### config.mk
export PLATFORM = sky130hd
export DESIGN_NAME = sexl_core
export DESIGN_NICKNAME = d
export VERILOG_FILES = /design/src/design/sexl_pkg.sv /design/src/design/sexl_core.sv
export SDC_FILE = /design/constraint.sdc
export NUM_CORES = 2
export LEC_CHECK = 0
export ABC_AREA = 1
export BUFFER_PORTS_ARGS = -buffer_cell sky130_fd_sc_hd__buf_2
export CAP_MARGIN = 30
export CORE_UTILIZATION = 30
export DETAILED_ROUTE_END_ITERATION = 7
export GPL_TIMING_DRIVEN = 0
export HOLD_SLACK_MARGIN = 0.06
export SLEW_MARGIN = 0
export SYNTH_ARGS = -nofsm -noshare
export SYNTH_HDL_FRONTEND = slang
export SYNTH_SLANG_ARGS = --single-unit
### constraint.sdc
create_clock -name clk -period 17.9 [get_ports clk]
set_input_delay 3.58 -clock clk [delete_from_list [all_inputs] [get_ports clk]]
set_output_delay 3.58 -clock clk [all_outputs]
set_load 0.05 [all_outputs]
### src/design/sexl_pkg.sv
`default_nettype none
// ----------------------------------------------------------------------------
// sexl_pkg
// Shared types, constants and character helpers for the S-expression lexer.
// ----------------------------------------------------------------------------
package sexl_pkg;

	localparam int unsigned NEST_DEPTH_BITS_DEF = 16;
	localparam int unsigned OFFSET_BITS_DEF = 32;
	localparam int unsigned MAX_RES = 4;

	typedef enum logic [3:0] {
		K_LPAREN = 4'd0, K_RPAREN = 4'd1, K_STRING = 4'd2, K_POUND = 4'd3,
		K_CHAR = 4'd4, K_SYMBOL = 4'd5, K_INTEGER = 4'd6, K_ERROR = 4'd7,
		K_END = 4'd8
	} kind_t;

	typedef enum logic [2:0] {
		E_NONE = 3'd0, E_UNCL_COMMENT = 3'd1, E_BAD_STR_ESC = 3'd2,
		E_UNCL_STRING = 3'd3, E_UNCL_CHAR = 3'd4, E_EMPTY_CHAR = 3'd5,
		E_BAD_CHAR_ESC = 3'd6
	} err_t;

	typedef enum logic [3:0] {
		M_IDLE, M_WORD, M_STR, M_STR_ESC, M_POUND, M_CH_OPEN, M_CH_ESC,
		M_CH_CLOSE, M_BLOCK, M_B_HASH, M_B_PIPE, M_LCOMMENT
	} mode_t;

	typedef enum logic [2:0] {
		P_DEC = 3'd0, P_SIGN = 3'd1, P_ZERO = 3'd2, P_PREFIX = 3'd3,
		P_DIGITS = 3'd4, P_BAD = 3'd5
	} phase_t;

	typedef enum logic [1:0] {
		R_DEC = 2'd0, R_BIN = 2'd1, R_OCT = 2'd2, R_HEX = 2'd3
	} radix_t;

	localparam logic [7:0] C_LF = 8'd10;
	localparam logic [7:0] C_CR = 8'd13;
	localparam logic [7:0] C_TAB = 8'd9;
	localparam logic [7:0] C_HASH = 8'h23;
	localparam logic [7:0] C_PIPE = 8'h7c;
	localparam logic [7:0] C_SEMI = 8'h3b;
	localparam logic [7:0] C_QUOTE = 8'h22;
	localparam logic [7:0] C_APOS = 8'h27;
	localparam logic [7:0] C_BSL = 8'h5c;

	typedef struct packed {
		kind_t kind;
		logic [31:0] start_offset;
		logic [31:0] token_length;
		logic [31:0] line_number;
		logic [63:0] token_value;
		err_t error_code;
	} result_t;

	function automatic logic is_delim(input logic [7:0] c);
		return c == C_CR || c == C_LF || c == C_TAB || c == 8'h20 || c == C_HASH ||
			c == C_QUOTE || c == 8'h28 || c == 8'h29 || c == C_SEMI;
	endfunction

	function automatic logic [4:0] digit_of(input logic [7:0] c);
		if (c >= 8'h30 && c <= 8'h39) return 5'(c - 8'h30);
		if (c >= 8'h61 && c <= 8'h66) return 5'(c - 8'h57);
		if (c >= 8'h41 && c <= 8'h46) return 5'(c - 8'h37);
		return 5'd16;
	endfunction

	function automatic logic in_set(input logic [7:0] c);
		return digit_of(c) != 5'd16 || c == 8'h2b || c == 8'h2d || c == 8'h5f ||
			c == 8'h6f || c == 8'h78;
	endfunction

	function automatic logic [31:0] sat32(input logic [63:0] v);
		return (v > 64'hFFFF_FFFF) ? 32'hFFFF_FFFF : v[31:0];
	endfunction

endpackage
`default_nettype wire

### src/design/sexl_core.sv
`default_nettype none
// ----------------------------------------------------------------------------
// sexl_core
// Lexer state and per-byte token logic; yields up to four results per byte.
// ----------------------------------------------------------------------------
module sexl_core #(
	parameter int unsigned NEST_DEPTH_BITS = 16,
	parameter int unsigned OFFSET_BITS = 32
) (
	input  wire logic clk,
	input  wire logic arst_n,
	input  wire logic step,
	input  wire logic [7:0] c,
	input  wire logic fin,
	output sexl_pkg::result_t res [sexl_pkg::MAX_RES],
	output logic [2:0] res_count
);
	import sexl_pkg::*;

	localparam logic [OFFSET_BITS-1:0] OFF_MAX = '1;
	localparam logic [NEST_DEPTH_BITS-1:0] DEPTH_MAX = '1;

	mode_t mode_q, mode_n;
	logic [OFFSET_BITS-1:0] pos_q, start_q, start_n, pos_inc;
	logic [31:0] line_q, line_n, tline_q, tline_n;
	logic [63:0] acc_q, acc_n;
	logic neg_q, neg_n;
	radix_t rad_q, rad_n;
	phase_t ph_q, ph_n;
	logic [NEST_DEPTH_BITS-1:0] depth_q, depth_n;
	logic [7:0] chv_q, chv_n;
	result_t r [MAX_RES];
	logic [2:0] n;

	function automatic logic [OFFSET_BITS-1:0] oinc(input logic [OFFSET_BITS-1:0] v);
		return (v == OFF_MAX) ? v : v + 1'b1;
	endfunction

	function automatic logic [63:0] wide(input logic [OFFSET_BITS-1:0] v);
		return 64'(v);
	endfunction

	always_comb begin
		logic [OFFSET_BITS-1:0] endp;
		logic [63:0] m10;
		logic [4:0] d;
		logic [4:0] radn;
		logic again;
		mode_t m;
		result_t e;
		m = mode_q;
		start_n = start_q; tline_n = tline_q; line_n = line_q;
		acc_n = acc_q; neg_n = neg_q; rad_n = rad_q; ph_n = ph_q;
		depth_n = depth_q; chv_n = chv_q;
		pos_inc = oinc(pos_q);
		n = 3'd0;
		again = 1'b0;
		endp = '0; m10 = '0; d = '0; radn = '0;
		for (int i = 0; i < MAX_RES; i++) r[i] = '0;
		e = '0;
		// First pass over the current mode; may hand the byte back to idle.
		unique case (m)
			M_WORD: begin
				if (is_delim(c)) begin
					again = 1'b1;
					m = M_IDLE;
					e.start_offset = sat32(wide(start_q));
					e.token_length = sat32(wide(pos_q >= start_q ? pos_q - start_q : '0));
					e.line_number = tline_q;
					if (ph_q == P_DEC || ph_q == P_DIGITS || ph_q == P_ZERO) begin
						e.kind = K_INTEGER;
						e.token_value = neg_q ? 64'(0) - acc_q : acc_q;
					end else begin
						e.kind = K_SYMBOL;
					end
					r[0] = e; n = 3'd1;
				end else if (!in_set(c)) begin
					ph_n = P_BAD;
				end else begin
					d = digit_of(c);
					radn = (rad_q == R_DEC) ? 5'd10 : (rad_q == R_BIN) ? 5'd2 :
						(rad_q == R_OCT) ? 5'd8 : 5'd16;
					m10 = {acc_q[60:0], 3'b000} + {acc_q[62:0], 1'b0};
					unique case (ph_q)
						P_SIGN: begin
							if (c == 8'h30) ph_n = P_ZERO;
							else if (c >= 8'h31 && c <= 8'h39) begin
								ph_n = P_DEC; acc_n = 64'(c - 8'h30);
							end else ph_n = P_BAD;
						end
						P_ZERO: begin
							if (c == 8'h62 || c == 8'h6f || c == 8'h78) begin
								rad_n = (c == 8'h62) ? R_BIN : (c == 8'h6f) ? R_OCT : R_HEX;
								ph_n = P_PREFIX;
							end else begin
								ph_n = P_DEC;
								if (c != 8'h5f) begin
									if (d >= 5'd10) ph_n = P_BAD;
									else acc_n = m10 + 64'(d);
								end
							end
						end
						P_PREFIX, P_DEC, P_DIGITS: begin
							if (ph_q == P_PREFIX && c != 8'h5f) ph_n = P_DIGITS;
							if (c != 8'h5f) begin
								if (d >= radn) ph_n = P_BAD;
								else begin
									unique case (rad_q)
										R_DEC: acc_n = m10 + 64'(d);
										R_BIN: acc_n = {acc_q[62:0], 1'b0} + 64'(d);
										R_OCT: acc_n = {acc_q[60:0], 3'b0} + 64'(d);
										R_HEX: acc_n = {acc_q[59:0], 4'b0} + 64'(d);
									endcase
								end
							end
						end
						default: ;
					endcase
				end
			end
			M_POUND: begin
				if (c == C_PIPE) begin m = M_BLOCK; depth_n = '0; end
				else if (c == C_APOS) m = M_CH_OPEN;
				else begin
					e.kind = K_POUND;
					e.start_offset = sat32(wide(start_q));
					e.token_length = sat32(wide(pos_q >= start_q ? pos_q - start_q : '0));
					e.line_number = tline_q;
					r[0] = e; n = 3'd1;
					m = M_IDLE; again = 1'b1;
				end
			end
			M_CH_OPEN: begin
				if (c == C_APOS) begin
					e.kind = K_CHAR; e.error_code = E_EMPTY_CHAR;
					e.start_offset = sat32(wide(start_q));
					e.token_length = sat32(wide(pos_inc >= start_q ? pos_inc - start_q : '0));
					e.line_number = tline_q;
					r[0] = e; n = 3'd1; m = M_IDLE;
				end else if (c == C_BSL) m = M_CH_ESC;
				else begin
					if (c == C_LF && line_q != '1) line_n = line_q + 1'b1;
					chv_n = c; m = M_CH_CLOSE;
				end
			end
			M_CH_ESC: begin
				chv_n = c;
				unique case (c)
					C_BSL, C_APOS: ;
					8'h72: chv_n = 8'd13;
					8'h6e: chv_n = 8'd10;
					8'h74: chv_n = 8'd9;
					8'h30: chv_n = 8'd0;
					default: begin
						if (c == C_LF && line_q != '1) line_n = line_q + 1'b1;
						e.kind = K_ERROR; e.error_code = E_BAD_CHAR_ESC;
						e.start_offset = sat32(wide(start_q));
						e.token_length = sat32(wide(pos_inc >= start_q ? pos_inc - start_q : '0));
						e.line_number = tline_q; e.token_value = 64'(c);
						r[0] = e; n = 3'd1;
					end
				endcase
				m = M_CH_CLOSE;
			end
			M_CH_CLOSE: begin
				m = M_IDLE;
				e.kind = K_CHAR; e.start_offset = sat32(wide(start_q));
				e.line_number = tline_q; e.token_value = 64'(chv_q);
				if (c == C_APOS) begin
					e.token_length = sat32(wide(pos_inc >= start_q ? pos_inc - start_q : '0));
				end else begin
					e.token_length = sat32(wide(pos_q >= start_q ? pos_q - start_q : '0));
					e.error_code = E_UNCL_CHAR; again = 1'b1;
				end
				r[0] = e; n = 3'd1;
			end
			M_STR: begin
				if (c == C_BSL) m = M_STR_ESC;
				else if (c == C_LF) begin
					if (line_q != '1) line_n = line_q + 1'b1;
				end else if (c == C_QUOTE) begin
					e.kind = K_STRING; e.start_offset = sat32(wide(start_q));
					e.token_length = sat32(wide(pos_q > start_q ? pos_q - start_q - 1'b1 : '0));
					e.line_number = tline_q; e.token_value = wide(oinc(start_q));
					r[0] = e; n = 3'd1; m = M_IDLE;
				end
			end
			M_STR_ESC: begin
				if (!(c == 8'h72 || c == 8'h6e || c == 8'h74 || c == 8'h30 ||
					c == C_BSL || c == C_QUOTE)) begin
					if (c == C_LF && line_q != '1) line_n = line_q + 1'b1;
					e.kind = K_ERROR; e.error_code = E_BAD_STR_ESC;
					e.start_offset = sat32(wide(start_q));
					e.token_length = sat32(wide(pos_inc >= start_q ? pos_inc - start_q : '0));
					e.line_number = tline_q; e.token_value = 64'(c);
					r[0] = e; n = 3'd1;
				end
				m = M_STR;
			end
			M_LCOMMENT: begin
				if (c == C_LF) begin m = M_IDLE; again = 1'b1; end
			end
			M_BLOCK: begin
				if (c == C_LF) begin
					if (line_q != '1) line_n = line_q + 1'b1;
				end else if (c == C_HASH) m = M_B_HASH;
				else if (c == C_PIPE) m = M_B_PIPE;
			end
			M_B_HASH: begin
				m = M_BLOCK;
				if (c == C_PIPE) begin
					if (depth_q != DEPTH_MAX) depth_n = depth_q + 1'b1;
				end else again = 1'b1;
			end
			M_B_PIPE: begin
				m = M_BLOCK;
				if (c == C_HASH) begin
					if (depth_q == '0) m = M_IDLE;
					else depth_n = depth_q - 1'b1;
				end else again = 1'b1;
			end
			default: again = 1'b1;
		endcase
		// Second pass: block-comment bytes re-enter block mode, which cannot
		// itself redirect, so the idle handling below is skipped for them.
		if (again && m == M_BLOCK) begin
			again = 1'b0;
			if (c == C_LF) begin
				if (line_q != '1) line_n = line_q + 1'b1;
			end else if (c == C_HASH) m = M_B_HASH;
			else if (c == C_PIPE) m = M_B_PIPE;
		end
		if (again) begin
			start_n = pos_q; tline_n = line_q; m = M_IDLE;
			e = '0; e.start_offset = sat32(wide(pos_q)); e.line_number = line_q;
			e.token_length = 32'd1;
			unique case (c)
				8'h28: begin e.kind = K_LPAREN; r[n[1:0]] = e; n = n + 3'd1; end
				8'h29: begin e.kind = K_RPAREN; r[n[1:0]] = e; n = n + 3'd1; end
				C_QUOTE: m = M_STR;
				C_HASH: m = M_POUND;
				C_SEMI: m = M_LCOMMENT;
				8'h20, C_TAB, C_CR: ;
				C_LF: if (line_q != '1) line_n = line_q + 1'b1;
				default: begin
					m = M_WORD; acc_n = '0; neg_n = 1'b0; rad_n = R_DEC; ph_n = P_BAD;
					if (c == 8'h2d) begin ph_n = P_SIGN; neg_n = 1'b1; end
					else if (c == 8'h2b) ph_n = P_SIGN;
					else if (c == 8'h30) ph_n = P_ZERO;
					else if (c >= 8'h31 && c <= 8'h39) begin
						ph_n = P_DEC; acc_n = 64'(c - 8'h30);
					end
				end
			endcase
		end
		mode_n = m;
		if (fin) begin
			endp = pos_inc;
			e = '0;
			e.start_offset = sat32(wide(start_n));
			e.line_number = tline_n;
			e.token_length = sat32(wide(endp >= start_n ? endp - start_n : '0));
			unique case (m)
				M_WORD: begin
					if (ph_n == P_DEC || ph_n == P_DIGITS || ph_n == P_ZERO) begin
						e.kind = K_INTEGER; e.token_value = neg_n ? 64'(0) - acc_n : acc_n;
					end else e.kind = K_SYMBOL;
					r[n[1:0]] = e; n = n + 3'd1;
				end
				M_POUND: begin e.kind = K_POUND; r[n[1:0]] = e; n = n + 3'd1; end
				M_CH_OPEN, M_CH_ESC: begin
					e.kind = K_ERROR; e.error_code = E_UNCL_CHAR;
					r[n[1:0]] = e; n = n + 3'd1;
				end
				M_CH_CLOSE: begin
					e.kind = K_CHAR; e.error_code = E_UNCL_CHAR; e.token_value = 64'(chv_n);
					r[n[1:0]] = e; n = n + 3'd1;
				end
				M_STR, M_STR_ESC: begin
					e.kind = K_STRING; e.error_code = E_UNCL_STRING;
					e.token_length = sat32(wide(endp > start_n ? endp - start_n - 1'b1 : '0));
					e.token_value = wide(oinc(start_n));
					r[n[1:0]] = e; n = n + 3'd1;
				end
				M_BLOCK, M_B_HASH, M_B_PIPE: begin
					e.kind = K_ERROR; e.error_code = E_UNCL_COMMENT;
					r[n[1:0]] = e; n = n + 3'd1;
				end
				default: ;
			endcase
			e = '0; e.kind = K_END; e.start_offset = sat32(wide(endp));
			e.line_number = line_n;
			r[n[1:0]] = e; n = n + 3'd1;
		end
	end

	assign res = r;
	assign res_count = n;

	always_ff @(posedge clk or negedge arst_n) begin
		if (!arst_n) begin
			mode_q <= M_IDLE; pos_q <= '0; line_q <= '0; start_q <= '0; tline_q <= '0;
			acc_q <= '0; neg_q <= 1'b0; rad_q <= R_DEC; ph_q <= P_DEC;
			depth_q <= '0; chv_q <= '0;
		end else if (step) begin
			if (fin) begin
				mode_q <= M_IDLE; pos_q <= '0; line_q <= '0; start_q <= '0; tline_q <= '0;
				acc_q <= '0; neg_q <= 1'b0; rad_q <= R_DEC; ph_q <= P_DEC;
				depth_q <= '0; chv_q <= '0;
			end else begin
				mode_q <= mode_n; pos_q <= pos_inc; line_q <= line_n;
				start_q <= start_n; tline_q <= tline_n; acc_q <= acc_n; neg_q <= neg_n;
				rad_q <= rad_n; ph_q <= ph_n; depth_q <= depth_n; chv_q <= chv_n;
			end
		end
	end
endmodule
`default_nettype wire

## Word level (Yosys, flattened, before mapping)

Index checks and enable logic that the tools add are counted.

- $add $sub $neg: 25
- $lt $le $gt $ge: 20
- Eq/ne operators: 65
- Multiplexer cells: 219
- Bitwise operators: 3
- Reduce and logical (&&, ||, !) cells: 50

Operators by type and width:

| kind | count |
|---|---|
| bitwise mux 668 bit | 9 |
| case mux 668 bit (6 select lines) | 1 |
| two-way mux 668 bit | 3 |
| two-way mux 64 bit | 23 |
| case mux 668 bit (2 select lines) | 1 |
| case mux 166 bit (7 select lines) | 1 |
| demux 167 bit (select 2 bit) | 3 |
| two-way mux 32 bit | 29 |
| two-way mux 165 bit | 5 |
| two-way mux 166 bit | 4 |
| two-way mux 167 bit | 3 |
| adder 64 x 5 -> 64 bit | 4 |
| case mux 64 bit (4 select lines) | 1 |
| case mux 64 bit (3 select lines) | 1 |
| case mux 32 bit (5 select lines) | 1 |
| adder 32 x 1 -> 32 bit, second input constant | 4 |
| subtractor 1 x 64 -> 64 bit, first input constant | 2 |
| equality test 32 bit, second input constant | 3 |
| greater-or-equal comparator 32 bit | 3 |
| two-way mux 16 bit | 6 |
| subtractor 32 bit | 3 |
| two-way mux 5 bit | 17 |
| equality test 8 x 6 -> 1 bit, second input constant | 10 |
| two-way mux 4 bit | 19 |
| other kinds (57) | 226 |

- Flip-flop bits (word level): 226
- Output and inout port bits: 671

## Depth between registers and ports, before layout

- Depth after elaboration: 68
- Mapped depth: 51

## Worst setup path before layout

Ideal clock, no wire load.

- Path type: input to output
- From: input c[0]
- To: output res[628] (netlist name)
- Arrival: 9.437 ns
- Data required time: 14.320 ns
- Path slack: 4.883 ns
- Stages on the path: 33
- Path buffers: 1
- Cells stage by stage: clkbuf_1 -> inv_1 -> ha_1 -> inv_1 -> nor3_2 -> nor2_1 -> nor3_1 -> nand4_1 -> nor2_1 -> nand2_2 -> nand2_4 -> inv_4 -> o21ai_1 -> inv_1 -> ha_1 -> nand2_1 -> o21ai_0 -> nand2_1 -> nand2_1 -> a21boi_0 -> o21bai_1 -> a21oi_1 -> o21ai_0 -> xor2_1 -> nor2_1 -> nand2_1 -> nor3_1 -> nand4_1 -> nor2_1 -> nand3_1 -> o21ai_0 -> inv_1 -> o21ai_0

RTL lines:

| item | line | RTL |
|---|---|---|
| start: declaration | sexl_core.sv:13 | `input wire logic [7:0] c,` |
| end: declaration | sexl_core.sv:15 | `output sexl_pkg::result_t res [sexl_pkg::MAX_RES],` |

==> flow_summary.json <==
{
  "finalHoldViolCount": 0,
  "cts.hold.buffers_added": 0,
  "grt_start_max_net_pins": 89,
  "tritoncts": "built",
  "post-dp-hpwl_mm": 375,
  "synthDominantCellAreaShare_pct": 19.8,
  "placement.cell_area_mm2": 0.0607,
  "drt_first_pass_iters": 8,
  "clock_period_minus_worst_slack_ns": 17.86,
  "rsz_0062_raised_after_global_routing": "no",
  "synth_area_per_cell_um2": 5.34,
  "num_io_pins": 683,
  "hp-class": "register to register",
  "globalplace.congestion": 1.15,
  "cts_max_level": 1,
  "setup.worst_path.start_class": "primary input",
  "synthesis.nets": 10300,
  "instances_no_fill": 13200,
  "worst-r2r-setup-slack_ns": 11.69,
  "yosys_most_used_dff": "sky130_fd_sc_hd__dfrtp_1",
  "floorplan.initialDensity_pct": 30.2,
  "dr.first_iter.drc_count": 11600,
  "via_count": 81300,
  "post_cts_repair_timing_setup_buffer_count": 0,
  "postSynth.asyncResetShare_pct": 100,
  "cellInternalPower_w": 0.00266,
  "power_w": 0.00987,
  "synthDominantAreaCellType": "sky130_fd_sc_hd__nand2_1",
  "synthTopCellsByArea": "sky130_fd_sc_hd__nand2_1 (20%), sky130_fd_sc_hd__dfrtp_1 (11%), sky130_fd_sc_hd__nor2_1 (8.6%), sky130_fd_sc_hd__inv_1 (8.1%), sky130_fd_sc_hd__nand3_1 (8.0%)",
  "synth_enable_flop_cells": 0,
  "sequential_element_share_of_the_synthesized_area_pct": 10.6,
  "postLayoutCellArea_mm2": 0.0621,
  "placed_cells": 13100,
  "core-area_mm2": 0.176,
  "ratio_of_cells_with_drive_above_1_in_the_final_layout_pct": 10.4,
  "timing_max_transition_violations_final": 0,
  "worst_ep_arrival_time_ns": 14.28,
  "final_antenna_net_count": 0,
  "worst_clock_skew_ns": 0.0644,
  "rr_startpoint": "acc_q[2]$_DFFE_PN0P_",
  "vdd.ir_drop.worst_v": 0.000223,
  "worst_reg2reg_endpoint": "acc_q[58]$_DFFE_PN0P_",
  "power.static_leakage_nw": 31.0,
  "drcViolationCount": 106,
  "postSynthRegisterBits": 226,
  "critical_path_capture_point": "res[493]",
  "worst_ep_required_time_ns": 14.32,
  "slew_headroom_pct": 10.0,
  "pwr-share-seq_pct": 6.1,
  "vias_in_the_first_global_route": 74500,
  "totalWireLength_mm": 449,
  "num_rows": 154,
  "finalNetCount": 11100,
  "p_sw_share_pct": 73.1,
  "failing_checks": "design-rule violations",
  "report.final.setup_viol": 0,
  "chipWidth_um": 423,
  "power-per-cell-area_mw_per_mm2": 159,
  "grt_pass1_wl_mm": 605,
  "worst_skew_pair.late_latency_ns": 0.75,
  "cp_startpoint": "c[0]",
  "critPathMaxStageDelay_ns": 0.98,
  "biggest_fanout_along_the_worst_timing_path": 10,
  "timing.max_cap.violations": 0,
  "criticalPathCategory": "primary input to output pin",
  "cts_sinks": 226,
  "overflow_left_after_global_routing": 0,
  "post_drt_via_cell_ratio": 6.17,
  "cts_max_path_buffers": 3,
  "antenna_found_initial": 36,
  "critical_path.most_common_cell": "sky130_fd_sc_hd__inv_1",
  "fmax_ghz": 0.0560,
  "tritoncts.num_buffers": 31,
  "synthCells": 9973,
  "design.die.area_mm2": 0.179,
  "yosys_warnings": 0,
  "post_cts_resized": 0,
  "synth_cell_types": 75,
  "area_delta_synth_final_pct": 16.5,
  "finish.utilization_pct": 35.2,
  "track_usage_pct": 47.9,
  "wire_per_inst_um": 34.1,
  "power.clock.fraction_pct": 7.6,
  "cp-end-kind": "output pin",
  "layout_worst_path_cycle_share_pct": 99.8,
  "timing.reg2reg.worst_path_depth": 23,
  "critical_path.slowest_cell": "sky130_fd_sc_hd__a21oi_1",
  "placement.io_buffers": 681,
  "netlist_area_mm2": 0.0533,
  "fp.dieH_um": 423,
  "status": "finished with violations",
  "combinationalPowerShare_pct": 86.3,
  "power.net_switching_w": 0.00721,
  "cts.reportedPaths.clkPinSlew_ns": 0.06,
  "cts_root_buffer": "sky130_fd_sc_hd__clkbuf_16",
  "worst-slew-pin-transition_ns": 1.35
}
==> final cells by class <==
| cell class | count | area (um^2) |
|---|---|---|
| clock buffer | 35 | 831 |
| tap | 2340 | 2930 |
| timing repair buffer | 778 | 4680 |
| fill | 20900 | 114000 |
| antenna | 24 | 60.1 |
| inverter | 1200 | 4510 |
| multi-input combinational | 8056 | 41100 |
| sequential | 226 | 5660 |
| clock inverter | 22 | 287 |
| buffer | 491 | 2080 |
==> logic make-up after synthesis <==
family          synth area share (%)
fa+ha+maj                       6.61
buf+inv                         12.4
xor+xnor                        3.65
flops                           10.6
compound gates                  23.2
simple gates                    43.6
==> registers in the layout, summed over array words and instances (netlist names) <==
register	count
rad_q	2
ph_q	3
acc_q	64
start_q	32
tline_q	32
line_q	32
pos_q	32
chv_q	8
depth_q	16
neg_q	1
mode_q	4
==> synth_stat cells (7+ instances only) <==
cell type / number
sky130_fd_sc_hd__a211oi_1: 7
sky130_fd_sc_hd__a21boi_0: 8
sky130_fd_sc_hd__a21o_1: 13
sky130_fd_sc_hd__a21oi_1: 540
sky130_fd_sc_hd__a21oi_2: 17
sky130_fd_sc_hd__a221oi_1: 8
sky130_fd_sc_hd__a22oi_1: 46
sky130_fd_sc_hd__a31oi_1: 53
sky130_fd_sc_hd__and2_1: 12
sky130_fd_sc_hd__buf_1: 24
sky130_fd_sc_hd__buf_2: 77
sky130_fd_sc_hd__buf_4: 12
sky130_fd_sc_hd__buf_6: 12
sky130_fd_sc_hd__clkbuf_1: 365
sky130_fd_sc_hd__clkinv_1: 27
sky130_fd_sc_hd__dfrtp_1: 226
sky130_fd_sc_hd__fa_1: 9
sky130_fd_sc_hd__ha_1: 267
sky130_fd_sc_hd__inv_1: 1143
sky130_fd_sc_hd__inv_2: 26
sky130_fd_sc_hd__nand2_1: 2812
sky130_fd_sc_hd__nand2_2: 7
sky130_fd_sc_hd__nand3_1: 851
sky130_fd_sc_hd__nand3_2: 11
sky130_fd_sc_hd__nand3b_1: 28
sky130_fd_sc_hd__nand4_1: 259
sky130_fd_sc_hd__nor2_1: 1222
sky130_fd_sc_hd__nor2_2: 17
sky130_fd_sc_hd__nor3_1: 164
sky130_fd_sc_hd__nor3b_1: 11
sky130_fd_sc_hd__nor4_1: 53
sky130_fd_sc_hd__o211ai_1: 137
sky130_fd_sc_hd__o21a_1: 9
sky130_fd_sc_hd__o21ai_0: 606
sky130_fd_sc_hd__o21ai_1: 27
sky130_fd_sc_hd__o21ai_2: 7
sky130_fd_sc_hd__o21bai_1: 24
sky130_fd_sc_hd__o221ai_1: 72
sky130_fd_sc_hd__o22ai_1: 399
sky130_fd_sc_hd__o22ai_2: 36
sky130_fd_sc_hd__o31ai_1: 14
sky130_fd_sc_hd__or2_2: 34
sky130_fd_sc_hd__xnor2_1: 45
sky130_fd_sc_hd__xor2_1: 168
==> placed cells by master (no fill, tap or decap), drive strengths merged, types with 29 or more instances in the layout <==
master / instances
nand2: 2822
nor2: 1243
inv: 1174
buf: 899
nand3: 863
o21ai: 640
a21oi: 558
o22ai: 435
clkbuf: 405
ha: 267
nand4: 260
dfrtp: 226
xor2: 173
nor3: 167
o211ai: 137
o221ai: 72
a31oi: 53
nor4: 53
a22oi: 47
xnor2: 45
clkinv: 36
or2: 34
nand3b: 29
==> through the flow <==
step	setup slack, ns	TNS [ns]	hold WS, ns
final	0.0394	0	0.567
after global routing	0.233	0	0.588
after CTS	0.588	0	0.561
after detailed placement	0.607	0	0.547
after global placement	-0.777	-20.55	0.525
after floorplan	4.88	0	0.502
==> power groups by stage <==
| stage | clock network (W) | registers, W | logic [W] |
|---|---|---|---|
| after floorplan | 0 | 0.000578 | 0.00474 |
| after global placement | 0 | 0.000607 | 0.00788 |
| after detailed placement | 0 | 0.000607 | 0.00795 |
| after CTS | 0.000742 | 0.000597 | 0.00798 |
| after global routing | 0.000764 | 0.000600 | 0.00865 |
| final | 0.000752 | 0.000601 | 0.00852 |
==> critical path, delay by kind of cell <==
family,cells,cell delay [ns]
AOI/OAI and AO/OA,5,2.48
buffers and inverters,13,3.75
and+or+nand+nor,8,3.23
adders and majority gates,4,1.17
==> how the worst min path moves through the flow <==
stage | startpoint | to | slack (ns) | depth (start not counted)
6_report | depth_q[3]$_DFFE_PN0P_ | depth_q[3]$_DFFE_PN0P_ | 0.57 | 2
5_1_grt | depth_q[2]$_DFFE_PN0P_ | depth_q[2]$_DFFE_PN0P_ | 0.59 | 2
4_1_cts | chv_q[5]$_DFFE_PN0P_ | chv_q[5]$_DFFE_PN0P_ | 0.56 | 2
3_5_place_dp | depth_q[3]$_DFFE_PN0P_ | depth_q[3]$_DFFE_PN0P_ | 0.55 | 2
3_3_place_gp | chv_q[4]$_DFFE_PN0P_ | chv_q[4]$_DFFE_PN0P_ | 0.52 | 2
2_1_floorplan | depth_q[12]$_DFFE_PN0P_ | depth_q[12]$_DFFE_PN0P_ | 0.50 | 2
==> metal layers <==
| layer | track usage, % | up-vias | share of wire (%) |
|---|---|---|---|
| met5 | 0.538 | - | 0.035 |
| met4 | 50.3 | 14 | 13 |
| met1 | 52.9 | 38000 | 35 |
| li1 | - | 35200 | - |
| met3 | 12.7 | 1980 | 10 |
| met2 | 72.1 | 6083 | 42 |
Power figures use the tool's default switching activity.
